**src/rtl/ablc_pkg.sv**
```systemverilog
// Shared constants, types and helpers of the ADC bit-lane calibrator.
package ablc_pkg;

    // Bytes in one frame (2..16).
    localparam int unsigned FRAME_BYTES = 16;
    localparam int unsigned POS_W       = $clog2(FRAME_BYTES);

    localparam int unsigned LANES    = 4;
    localparam int unsigned RAW_W    = 16;
    localparam int unsigned FIX_W    = 32;
    // gain (32 signed) * raw (16 unsigned) + offset fits in 49 signed bits
    localparam int unsigned CAL_W    = FIX_W + RAW_W + 1;
    // sum of two calibrated values
    localparam int unsigned SUM_W    = CAL_W + 1;
    localparam int unsigned CFG_W    = 64;
    localparam int unsigned ADDR_W   = 6;
    localparam int unsigned NUM_CAL  = 6;

    localparam logic [CFG_W-1:0] CALIB_RESET = 64'h0001_0000_0000_0000;

    typedef enum logic [2:0] {
        REG_CALIB_LANE0    = 3'd0,
        REG_CALIB_LANE1    = 3'd1,
        REG_CALIB_LANE2    = 3'd2,
        REG_CALIB_LANE3    = 3'd3,
        REG_CALIB_VOLTAGE  = 3'd4,
        REG_CALIB_PRESSURE = 3'd5,
        REG_SHUNT_THRESH   = 3'd6,
        REG_SECTION_MODE   = 3'd7
    } reg_index_t;

    typedef enum logic [1:0] {
        MODE_CASCADE  = 2'd0,
        MODE_PARALLEL = 2'd1,
        MODE_HOLD     = 2'd2,
        MODE_HOLD_ALT = 2'd3
    } section_mode_t;

    // Clamp a wide signed value to the signed 32-bit range.
    function automatic logic [FIX_W-1:0] sat32(input logic signed [SUM_W-1:0] v);
        logic fits;
        fits = (v[SUM_W-1:FIX_W-1] == '0) || (v[SUM_W-1:FIX_W-1] == '1);
        if (fits) begin
            return v[FIX_W-1:0];
        end else if (v[SUM_W-1]) begin
            return 32'h8000_0000;
        end else begin
            return 32'h7FFF_FFFF;
        end
    endfunction

endpackage

```
**src/rtl/ablc_mac.sv**
```systemverilog
// Registered calibration unit: gain * raw + offset in signed Q16.16.
module ablc_mac (
    input  logic                                  aclk,
    input  logic                                  en,
    input  logic        [ablc_pkg::CFG_W-1:0]     calib,
    input  logic        [ablc_pkg::RAW_W-1:0]     raw,
    output logic signed [ablc_pkg::CAL_W-1:0]     cal_q
);

    logic signed [ablc_pkg::FIX_W-1:0] gain;
    logic signed [ablc_pkg::FIX_W-1:0] offset;
    logic signed [ablc_pkg::RAW_W:0]   raw_s;
    logic signed [ablc_pkg::CAL_W-1:0] prod;
    logic signed [ablc_pkg::CAL_W-1:0] cal_next;
    logic signed [ablc_pkg::CAL_W-1:0] cal_reg;

    assign gain   = $signed(calib[ablc_pkg::CFG_W-1:ablc_pkg::FIX_W]);
    assign offset = $signed(calib[ablc_pkg::FIX_W-1:0]);
    assign raw_s  = $signed({1'b0, raw});

    always_comb begin
        prod     = gain * raw_s;
        cal_next = prod + ablc_pkg::CAL_W'(offset);
    end

    always_ff @(posedge aclk) begin
        if (en) begin
            cal_reg <= cal_next;
        end
    end

    assign cal_q = cal_reg;

endmodule

```
**config.mk**
```make
export PLATFORM = sky130hd
export DESIGN_NAME = ablc_mac
export DESIGN_NICKNAME = d
export VERILOG_FILES = /design/src/rtl/ablc_pkg.sv /design/src/rtl/ablc_mac.sv
export SDC_FILE = /design/constraint.sdc
export NUM_CORES = 1
export LEC_CHECK = 0
export BUFFER_PORTS_ARGS = -buffer_cell sky130_fd_sc_hd__buf_4
export CORE_ASPECT_RATIO = 1.25
export CORE_MARGIN = 5
export CORE_UTILIZATION = 48
export CTS_CLUSTER_SIZE = 20
export DETAILED_ROUTE_END_ITERATION = 12
export PLACE_DENSITY = 0.67
export SETUP_SLACK_MARGIN = 0.3
export SYNTH_ARGS = -nofsm -noshare
export SYNTH_HDL_FRONTEND = slang
export SYNTH_SLANG_ARGS = --single-unit
```
**constraint.sdc**
```tcl
create_clock -name aclk -period 9.2 [get_ports aclk]
set_input_delay 1.38 -clock aclk [delete_from_list [all_inputs] [get_ports aclk]]
set_output_delay 1.38 -clock aclk [all_outputs]
set_load 0.005 [all_outputs]
```
Word level (Yosys, flattened, before mapping)
Index checks and enable logic that the tools add are counted.
{ "totals": {"word_cells": 3, "latch_bits": 0, "mem_count": 0, "romBits": 0, "inputBits": 82, "regBits": 49, "ram_bits": 0} }
{ "op_classes": {"eq_ne": 0, "n_div": 0, "shifts": 0, "n_addsub": 1, "bitwise": 0, "magnitude_cmp": 0, "n_reduce_logical": 0, "n_mul": 1, "n_mux": 0} }
{ "ops": {"columns": ["op", "n"], "rows": [
  ["49-bit by 32-bit adder with 49-bit output", 1],
  ["32-bit by 17-bit multiplier with 49-bit output", 1]
]} }

Longest topological paths before layout
Gate-level depths: netlist of the first run.
{ "depth": {"depth_word": 2, "ltp_mapped": 25, "depth_no_buf": 23} }

Least setup slack after synthesis of the first run
No wires, ideal clock.
{ "synth_path": {"path_type": "input to register", "start": "input port calib[43] (netlist bit)", "end": "register cal_reg, in the netlist cal_q[31], data pin", "setup_ns": 0.260, "arrival_ns": 7.062, "t_required_ns": 8.940, "path_stages": 21, "setup_slack_ns": 1.878, "n_path_buf": 1, "cell_sequence": "clkbuf_1 -> and2_1 -> fa_1 -> inv_1 -> fa_1 -> fa_1 -> inv_1 -> fa_1 -> fa_1 -> inv_1 -> fa_1 -> inv_1 -> ha_1 -> a21o_1 -> a21o_1 -> a2111o_1 -> or4_4 -> a31oi_2 -> o21ai_2 -> a221oi_2 -> xnor2_1"} }
{ "synth_via": {"elab_chain_len": 2} }
{ "synth_lines": {"columns": ["element", "line", "rtl"], "rows": [
  ["from (decl)", "ablc_mac.sv:5", "input logic [ablc_pkg::CFG_W-1:0] calib,"],
  ["32-bit by 17-bit multiplier with 49-bit output", "ablc_mac.sv:22", "prod = gain * raw_s;"],
  ["49-bit by 32-bit adder with 49-bit output", "ablc_mac.sv:23", "cal_next = prod + ablc_pkg::CAL_W'(offset);"],
  ["named net cal_next, one bit", "ablc_mac.sv:14", "logic signed [ablc_pkg::CAL_W-1:0] cal_next;"],
  ["to (signal assigned)", "ablc_mac.sv:28", "cal_reg <= cal_next;"],
  ["to (decl)", "ablc_mac.sv:15", "logic signed [ablc_pkg::CAL_W-1:0] cal_reg;"]
]} }
The timed path passes the listed nets, and every way through them passes these cells.
A chain may end at the register's enable or synchronous reset.

Worst setup path after layout of the first run
{ "layout_path": {"start": "input port raw[8] (netlist bit)", "end": "register cal_reg, in the netlist cal_q[46], data pin"} }
{ "layout_via": {"elab_chain_len": 2} }
{ "layout_lines": {"columns": ["element", "line", "rtl"], "rows": [
  ["from (decl)", "ablc_mac.sv:6", "input logic [ablc_pkg::RAW_W-1:0] raw,"],
  ["32-bit by 17-bit multiplier with 49-bit output", "ablc_mac.sv:22", null],
  ["49-bit by 32-bit adder with 49-bit output", "ablc_mac.sv:23", null],
  ["named net cal_next, one bit", "ablc_mac.sv:14", null]
]} }
The timed path passes the listed nets, and every way through them passes these cells.

==> out/results.md, run 1 <==
| Result | Value |
| --- | --- |
| Pin count of the biggest net entering global routing | 50 |
| Clock root cell | sky130_fd_sc_hd__clkbuf_16 |
| Post-cts sizing count | 0 |
| Post-synthesis register bit count | 49 |
| Initial antenna violation count | 0 |
| Cell row count | 85 |
| Sum of negative setup slack | 0 ns |
| Via count of the first global-routing pass | 17,288 |
| Global-route wire length before repair | 90,000 um |
| Gr ovfl total | 0 |
| Max-slew headroom | 55.6% |
| Sink of the worst hold path | cal_q[0] |
| Post-synth cell types | 45 |
| Fraction of synthesized area in multiplexers | 0% |
| Peak per-stage delay on the critical path | 0.60 ns |
| Nature of the critical path startpoint | input pin |
| Number of iterations in the first detailed-routing pass | 5 |
| Post-detailed-route via-to-cell ratio | 5.18 |
| Number of diodes | 0 |
| Final Instance Count excl. Fillers | 2,852 |
| Max FO, Critical Path | 32 |
| # Max-Cap Violations | 0 |
| H-tree lvl count | 2 |
| Number of flip-flops in the largest register | 49 |
| Drt wl/cell | 19.4 um |
| Proportion of synthesized chip area in sequential cells | 7.09% |
| DRC violation count after routing | 0 |
| Unrepaired setup endpoints after global routing | false |
| Post-route fraction of the period consumed by the critical path | 84.9% |
| Total number of yosys warnings | 0 |
| Placer's final routability congestion estimate | 0.915 |
| TritonCTS Buffers | 5 |
| Height of the chip | 242 um |
| Post-Synthesis Net Count | 2,959 |
| Final setup vio count | 0 |
| Area growth, synth to finish | 7.22% |
| Detailed Route Iter0 Violations | 747 |
| Starting Density | 48.3% |
| Capturing element type of the critical path | flop |
| Number of top-level design ports | 131 |
| Adder and majority cell fraction of the synthesized area | 57.4% |
| Remaining antenna violation count after routing | 0 |
| Final-report max-slew violation count | 0 |
| Crit Path Category | in2reg |
| Post-synthesis simple-gate area fraction | 15.5% |
| Status | finished, final reports clean |
| Final Critical Period | 7.82 ns |
| Combined area of all synthesized cells | 20,700 um^2 |
| Min-Delay Path Class | in2reg |
| Required arrival time at the worst endpoint | 9.33 ns |
| Placed cell count | 2,844 |
| Hold Crit Start | calib[0] |
| Clock tree from TritonCTS | built |
| Flip-flop cell with the highest count after synthesis | sky130_fd_sc_hd__edfxtp_1 |
| Maximum operating frequency | 128 MHz |
| Worst-Margin Slew | 0.649 ns |
| Aggregate global-route resource usage | 24.2% |
| Clock Pin Slew Worst Setup and Hold Paths | 0.07 ns |
| Setup repair bufs after CTS | 0 |
| Dominant combinational cell family by area after synthesis | adder cells |
| Min-Delay Path Depth | 2 |
| Number of hold buffers added after cts | 0 |
| Xor and xnor area share after synthesis | 2.15% |
| Fraction of final layout cells sized beyond drive strength 1 | 6.43% |
| Total clock sinks | 49 |
| Number of flops mapped to enable cells by yosys | 49 |
| Maximum buffer depth of the clock tree | 2 |
| Core region area | 43,000 um^2 |
| Wirelength, routed | 55,300 um |
| CP cell instances | buf_4 -> nand2_1 -> fa_1 -> inv_1 -> fa_1 -> inv_1 -> fa_1 -> inv_1 -> fa_1 -> fa_1 -> inv_1 -> fa_1 -> inv_1 -> ha_1 -> a211oi_1 -> o211ai_1 -> a211oi_1 -> a211oi_1 -> buf_4 -> a2111oi_0 -> o21ai_0 -> a2111o_1 -> o211ai_1 |
| CP most frequent cell | sky130_fd_sc_hd__fa_1 |
| CP max-delay cell | sky130_fd_sc_hd__fa_1 |
| # port buffers | 130 |
| Final hold vios | 0 |
| Arrival @ worst endpoint | 7.95 ns |
| Nets | 3,007 |
| Post-detail-place hpwl | 44,600 um |
| Vias | 14,772 |
| Die boundary width | 196 um |
| Share of synthesized flip-flops with an asynchronous set or reset | 0% |
| Total Die Area | 47,500 um^2 |
| Synth Area in Compound Gates | 4.37% |
| Avg Cell Area, Syn | 9.27 um^2 |
| Gate Count Post-Synth | 2,238 |
==> final cells by class <==
type | instances | area (um^2)
Sequential cell | 49 | 1470
Fill cell | 4057 | 20700
Clock buffer | 5 | 125
Tap cell | 565 | 707
Timing Repair Buffer | 131 | 983
Multi-Input combinational cell | 1442 | 16500
Clock inverter | 3 | 21.3
Inverter | 657 | 2470
==> stage by stage <==
step | util, % | cell area (um^2) | hold slack (ns) | worst slack [ns]
final | 51.8 | 22200 | 1.39 | 1.38
after global routing | 51.8 | 22200 | 1.40 | 1.07
after CTS | 51.8 | 22200 | 1.38 | 1.42
after detailed placement | 51.4 | 22100 | 1.68 | 1.12
after global placement | 51.4 | 22100 | 1.69 | 1.20
after floorplan | - | 20700 | 1.49 | 1.88
==> worst max-delay path by stage <==
stage	start	endpoint	slack, ns	depth (start not counted)
2_1_floorplan	calib[43]	cal_q[31]	1.88	21
3_3_place_gp	raw[2]	cal_q[46]	1.20	20
6_report	raw[8]	cal_q[46]	1.38	23
3_5_place_dp	raw[2]	cal_q[46]	1.12	20
5_1_grt	raw[2]	cal_q[46]	1.07	20
4_1_cts	raw[2]	cal_q[46]	1.42	20
==> placed cells by master (no fill, tap or decap), types with 20 or more instances in the layout <==
cell	count
sky130_fd_sc_hd__a21oi_1	46
sky130_fd_sc_hd__and2_1	322
sky130_fd_sc_hd__buf_4	131
sky130_fd_sc_hd__edfxtp_1	49
sky130_fd_sc_hd__fa_1	521
sky130_fd_sc_hd__ha_1	118
sky130_fd_sc_hd__inv_1	657
sky130_fd_sc_hd__nand2_1	220
sky130_fd_sc_hd__nor2_1	22
sky130_fd_sc_hd__o21ai_0	20
sky130_fd_sc_hd__xnor2_1	34
==> cell usage after synthesis (all sizes together) (4+ instances only) <==
cell    number  area [um^2]
a211oi       8         60.1
a31oi        6         43.8
nor2        22         82.6
nand2b       4         25.0
and3         7         43.8
nor3        14         70.1
nand4        5         31.3
xnor2       34          298
edfxtp      49         1470
o21ai       21          109
inv        657         2470
a21o        18          135
clkbuf      89          334
a21oi       46          230
nand3        9         45.0
o211ai       7         52.6
and2       322         2010
fa         521        10400
ha         118         1480
nand2      220          826
o21bai      13         97.6
xor2        17          149
==> cell families after synthesis <==
kind of cell,Yosys count
AOI/OAI and AO/OA,139
xor gates and xnor gates,51
adders and majority gates,639
buffers and inverters,747
DFF,49
and+or+nand+nor,613
==> worst max-delay path, delay by kind of cell <==
family,cells,cell delay [ns]
compound gates,8,2.20
buf+inv,7,0.85
fa+ha+maj,7,3.34
simple gates,1,0.15
==> metal layers <==
metal,vias to the layer above,GRT usage [%],wire length [um]
met2,488,45.2,29400
met3,153,2.25,2700
met5,-,0,0
met4,0,12.0,3470
met1,7650,27.5,19600
li1,6481,-,-
Power of run 1 is not shown: default switching activity piles up to over one toggle a cycle in this logic, so the estimate is an artifact.
==> run 2: changes to the inputs <==
==> constraint.sdc (replaced) <==
create_clock -name aclk -period 7.5 [get_ports aclk]
set_input_delay 1.125 -clock aclk [delete_from_list [all_inputs] [get_ports aclk]]
set_output_delay 1.125 -clock aclk [all_outputs]
set_load 0.005 [all_outputs]
==> out/results.md, run 2 (synthesis gave the netlist of run 1 again) <==
| Result | Value | Delta |
| --- | --- | --- |
| Status | finished, final reports clean |  |
| Post-detailed-route via-to-cell ratio | 5.13 | -1.0% |
| Global routing met3 resource utilization | 2.39% | +0.14 points |
| Arrival @ worst endpoint | 7.07 ns | -0.88 ns |
| Gr ovfl total | 0 | unchanged |
| Die boundary width | 196 um | unchanged |
| Starting Density | 48.3% | unchanged |
| Pin count of the biggest net entering global routing | 50 | unchanged |
| Final setup vio count | 0 | unchanged |
| Nets | 3,074 | +2.2% |
| Final Critical Period | 7.03 ns |  |
| Vias | 14,966 | +1.3% |
| H-tree lvl count | 2 | unchanged |
| Most Used Layer, Global Route | met2 |  |
| Global-route wire length before repair | 90,700 um | +0.77% |
| Fraction of final layout cells sized beyond drive strength 1 | 9.98% | +3.6 points |
| Min-Delay Path Depth | 2 | unchanged |
| Number of flip-flops in the largest register | 49 | unchanged |
| Final hold vios | 0 | unchanged |
| Required arrival time at the worst endpoint | 7.54 ns | -1.79 ns |
| Number of iterations in the first detailed-routing pass | 5 | unchanged |
| Maximum buffer depth of the clock tree | 2 | unchanged |
| Number of hold buffers added after cts | 0 | unchanged |
| Worst-Margin Slew | 0.683 ns | +0.0348 ns |
| Met1 capacity usage during global routing | 27.2% | -0.31 points |
| Unrepaired setup endpoints after global routing | false |  |
| Aggregate global-route resource usage | 24.4% | +0.12 points |
| Wirelength, routed | 55,500 um | +0.45% |
| Number of diodes | 0 | unchanged |
| Clock Pin Slew Worst Setup and Hold Paths | 0.07 ns | about the same |
| Utilization of the core after routing | 53.4% | +1.7 points |
| Height of the chip | 242 um | unchanged |
| Nature of the critical path startpoint | input pin |  |
| Area growth, synth to finish | 10.6% |  |
| Remaining antenna violation count after routing | 0 | unchanged |
| Cell row count | 85 | unchanged |
| Via count of the first global-routing pass | 17,424 | +0.79% |
| Core region area | 43,000 um^2 | unchanged |
| Initial antenna violation count | 0 | unchanged |
| Capturing element type of the critical path | flop |  |
| Detailed Route Iter0 Violations | 770 | +3.1% |
| Crit Path Category | in2reg |  |
| Clock root cell | sky130_fd_sc_hd__clkbuf_16 |  |
| Post-route fraction of the period consumed by the critical path | 93.7% |  |
| Hold Crit Start | calib[0] |  |
| # port buffers | 130 | unchanged |
| Placer's final routability congestion estimate | 0.957 | +4.5% |
| Maximum operating frequency | 142 MHz |  |
| Total Die Area | 47,500 um^2 | unchanged |
| Final-report max-slew violation count | 0 | unchanged |
| Max-slew headroom | 54.4% | -1.2 points |
| GR Layer Usage met2 | 45.8% | +0.63 points |
| Sink of the worst hold path | cal_q[0] |  |
| TritonCTS Buffers | 5 | unchanged |
| Most common cell after layout, fill and taps aside | sky130_fd_sc_hd__inv_1 |  |
| Post-detail-place hpwl | 46,900 um | +5.2% |
| Most used cells in the layout excluding fill and tap cells | sky130_fd_sc_hd__inv_1, sky130_fd_sc_hd__fa_1, sky130_fd_sc_hd__and2_1, sky130_fd_sc_hd__nand2_1, sky130_fd_sc_hd__buf_4 |  |
| Drt wl/cell | 19.0 um | -1.9% |
| Max FO, Critical Path | 25 | -22% |
| Total clock sinks | 49 | unchanged |
| Number of top-level design ports | 131 | unchanged |
| DRC violation count after routing | 0 | unchanged |
| Clock tree from TritonCTS | built |  |
| Min-Delay Path Class | in2reg |  |
| # Max-Cap Violations | 0 | unchanged |
[run 2: layout make-up]
type / count / area, um^2
clock buffer: 5 / 125
clock inverter: 3 / 41.3
fill: 3985 / 20000
inverter: 657 / 2470
multi-input combinational: 1442 / 16600
sequential: 49 / 1470
tap: 565 / 707
timing repair buffer: 198 / 1540
[run 2: critical path, cell delays in order]
cell and delay [ns]:
sky130_fd_sc_hd__buf_8 0.15, sky130_fd_sc_hd__and2_4 0.18, sky130_fd_sc_hd__fa_1 0.52, sky130_fd_sc_hd__inv_1 0.05, sky130_fd_sc_hd__fa_1 0.49, sky130_fd_sc_hd__fa_1 0.52
sky130_fd_sc_hd__inv_1 0.05, sky130_fd_sc_hd__fa_1 0.45, sky130_fd_sc_hd__fa_1 0.50, sky130_fd_sc_hd__inv_1 0.06, sky130_fd_sc_hd__fa_2 0.57, sky130_fd_sc_hd__inv_1 0.05
sky130_fd_sc_hd__ha_1 0.28, sky130_fd_sc_hd__buf_4 0.16, sky130_fd_sc_hd__nand4_1 0.14, sky130_fd_sc_hd__nor3_1 0.07, sky130_fd_sc_hd__a2111o_1 0.43, sky130_fd_sc_hd__or4_4 0.54
sky130_fd_sc_hd__a31oi_4 0.22, sky130_fd_sc_hd__o21ai_2 0.09, sky130_fd_sc_hd__a221oi_2 0.24, sky130_fd_sc_hd__xnor2_1 0.10
[run 2: how the worst max path moves through the flow]
stage / from / to / slack [ns]
2_1_floorplan: calib[43] / cal_q[31] / 0.43
3_3_place_gp: raw[4] / cal_q[46] / -0.14
3_5_place_dp: raw[5] / cal_q[46] / -0.28
4_1_cts: raw[5] / cal_q[46] / 0.30
5_1_grt: calib[49] / cal_q[48] / 0.28
6_report: raw[5] / cal_q[31] / 0.47
[run 2: per-stage QoR]
step | setup WS (ns) | area (um^2) | TNS (ns) | cells | hold slack [ns]
floorplan | 0.433 | 20700 | 0 | 2238 | 1.24
global placement | -0.135 | 22600 | -0.135 | 2911 | 1.43
detailed placement | -0.276 | 22600 | -0.441 | 2911 | 1.43
CTS | 0.301 | 22800 | 0 | 2919 | 1.12
global route | 0.277 | 23000 | 0 | 2919 | 1.14
finish | 0.472 | 23000 | 0 | 2919 | 1.13
[run 2: repair_timing]
action | 4_1_cts | 5_1_grt
pin swaps | 0 | 11
setup endpoints to repair | 3 | 16
gates resized for setup | 2 | 36
setup buffers | 0 | 0
[run 2: routing by layer]
metal,share of wire [%],vias up
met1,35,7763
met3,4.2,147
met4,6.4,0
met5,0,-
met2,54,437
li1,-,6619
Power of run 2 is left out for the same reason.
==> run 3: changes to the inputs <==
--- a/config.mk
+++ b/config.mk
@@ -6,13 +6,14 @@
 export NUM_CORES = 1
 export LEC_CHECK = 0
 export BUFFER_PORTS_ARGS = -buffer_cell sky130_fd_sc_hd__buf_4
-export CORE_ASPECT_RATIO = 1.25
+export CORE_ASPECT_RATIO = 0.75
 export CORE_MARGIN = 5
 export CORE_UTILIZATION = 48
 export CTS_CLUSTER_SIZE = 20
 export DETAILED_ROUTE_END_ITERATION = 12
 export PLACE_DENSITY = 0.67
 export SETUP_SLACK_MARGIN = 0.3
+export SLEW_MARGIN = 20
 export SYNTH_ARGS = -nofsm -noshare
 export SYNTH_HDL_FRONTEND = slang
 export SYNTH_SLANG_ARGS = --single-unit
==> out/results.md, run 3 (synthesis gave the netlist of run 1 again) <==
| Result | Value | Delta |
| --- | --- | --- |
| Fraction of final layout cells sized beyond drive strength 1 | 9.04% | -0.94 points |
| Post-route fraction of the period consumed by the critical path | 93.6% | about the same |
| # Max-Cap Violations | 0 | unchanged |
| Cell row count | 66 | -22% |
| GR Layer Usage met2 | 36.8% | -9.0 points |
| Most used cells in the layout excluding fill and tap cells | sky130_fd_sc_hd__inv_1, sky130_fd_sc_hd__fa_1, sky130_fd_sc_hd__and2_1, sky130_fd_sc_hd__nand2_1, sky130_fd_sc_hd__buf_4 |  |
| Arrival @ worst endpoint | 7.17 ns | +0.10 ns |
| Capturing element type of the critical path | flop |  |
| Wirelength, routed | 56,700 um | +2.2% |
| TritonCTS Buffers | 5 | unchanged |
| Starting Density | 48.2% | -0.065 points |
| Min-Delay Path Class | in2reg |  |
| Unrepaired setup endpoints after global routing | true |  |
| Met1 capacity usage during global routing | 38.2% | +11 points |
| Detailed Route Iter0 Violations | 1,175 | +53% |
| Nature of the critical path startpoint | input pin |  |
| Nets | 3,064 | -0.33% |
| CP Buf/Inv Count | 7 | +1 |
| Post-detail-place hpwl | 47,100 um | +0.37% |
| Global routing met3 resource utilization | 4.81% | +2.4 points |
| Pin count of the biggest net entering global routing | 50 | unchanged |
| Height of the chip | 190 um | -22% |
| Gr ovfl total | 0 | unchanged |
| Aggregate global-route resource usage | 24.5% | +0.18 points |
| Most Used Layer, Global Route | met1 |  |
| Number of iterations in the first detailed-routing pass | 5 | unchanged |
| # port buffers | 130 | unchanged |
| Peak per-stage delay on the critical path | 0.60 ns | +0.03 ns |
| Cell type group with the largest total delay on the critical path | adder cells |  |
| Maximum operating frequency | 142 MHz | about the same |
| Core region area | 43,000 um^2 | +0.13% |
| DRC violation count after routing | 0 | unchanged |
| Number of flip-flops in the largest register | 49 | unchanged |
| Max FO, Critical Path | 25 | unchanged |
| CP cell instances | buf_6 -> buf_4 -> and2_1 -> fa_1 -> inv_1 -> fa_1 -> fa_1 -> inv_1 -> fa_1 -> fa_1 -> inv_1 -> fa_1 -> inv_1 -> ha_1 -> a21oi_1 -> nand2_1 -> nor4b_1 -> o2bb2ai_1 -> a2111oi_2 -> buf_4 -> o21ai_1 -> a2111o_1 -> o211ai_1 |  |
| CP max-delay cell | sky130_fd_sc_hd__fa_1 |  |
| Total clock sinks | 49 | unchanged |
| Most common cell after layout, fill and taps aside | sky130_fd_sc_hd__inv_1 |  |
| Clock root cell | sky130_fd_sc_hd__clkbuf_16 |  |
| Layout fillers | 3,956 | -0.73% |
| Final-report max-slew violation count | 0 | unchanged |
| Clock tree from TritonCTS | built |  |
| Drt wl/cell | 19.4 um | +2.1% |
| Sum of negative setup slack | 0 ns | unchanged |
| Die boundary width | 250 um | +28% |
| Max-slew headroom | 54.9% | +0.49 points |
| Number of hold buffers added after cts | 0 | unchanged |
| Crit Path Category | in2reg |  |
| Remaining antenna violation count after routing | 0 | unchanged |
| Post-detailed-route via-to-cell ratio | 5.09 | -0.75% |
| Final hold vios | 0 | unchanged |
| Vias | 14,874 | -0.61% |
| Final Critical Period | 7.02 ns | -0.00523 ns |
| Maximum buffer depth of the clock tree | 2 | unchanged |
| H-tree lvl count | 2 | unchanged |
| Global-route wire length before repair | 91,200 um | +0.59% |
| Status | finished, final reports clean |  |
| Clock Pin Slew Worst Setup and Hold Paths | 0.07 ns | about the same |
| Number of top-level design ports | 131 | unchanged |
| Worst-Margin Slew | 0.672 ns | -0.0114 ns |
| CP most frequent cell | sky130_fd_sc_hd__fa_1 |  |
| Via count of the first global-routing pass | 16,198 | -7.0% |
| Area growth, synth to finish | 10.1% |  |
| Placer's final routability congestion estimate | 0.912 | -4.7% |
| Initial antenna violation count | 0 | unchanged |
| Required arrival time at the worst endpoint | 7.65 ns | +0.11 ns |
| Total Die Area | 47,500 um^2 | about the same |
| Final setup vio count | 0 | unchanged |
[run 3: area by class of cell]
class	instances	area, um^2	area share [%]
Clock buffer	5	125	0.548
Multi-Input combinational cell	1442	16500	72.4
Clock inverter	3	22.5	0.0986
Tap cell	578	723	3.17
Antenna cell	1	2.50	0.0110
Sequential cell	49	1470	6.44
Timing Repair Buffer	188	1500	6.55
Inverter	657	2470	10.8
[run 3: per-layer routing]
layer	part of all wire (%)	vias up
li1	-	6604
met1	47	7584
met2	42	634
met3	9.8	52
met4	1.3	0
met5	0	-
[run 3: timing repair]
action / CTS / global route
endpoints found under the setup margin: 0 / 13
setup buffers: 0 / 1
gates resized for setup: 0 / 23
[run 3: stage by stage]
| step | cells | worst slack, ns | hold WS [ns] | utilization (%) | cell area (um^2) |
|---|---|---|---|---|---|
| 6_report | 2923 | 0.477 | 1.11 | 53.1 | 22800 |
| 5_1_grt | 2922 | 0.236 | 1.13 | 53.1 | 22800 |
| 4_1_cts | 2921 | 0.326 | 1.10 | 52.8 | 22700 |
| 3_5_place_dp | 2913 | 0.0418 | 1.42 | 52.5 | 22600 |
| 3_3_place_gp | 2913 | 0.123 | 1.43 | 52.5 | 22600 |
| 2_1_floorplan | 2238 | 0.433 | 1.24 | - | 20700 |
[run 3: final timing paths]
check | cells after the start | start | slack (ns) | end
worst max-delay path | 23 | raw[5] | 0.48 | cal_q[46]
worst min-delay path | 2 | calib[0] | 1.11 | cal_q[0]
Power of run 3 is left out for the same reason.
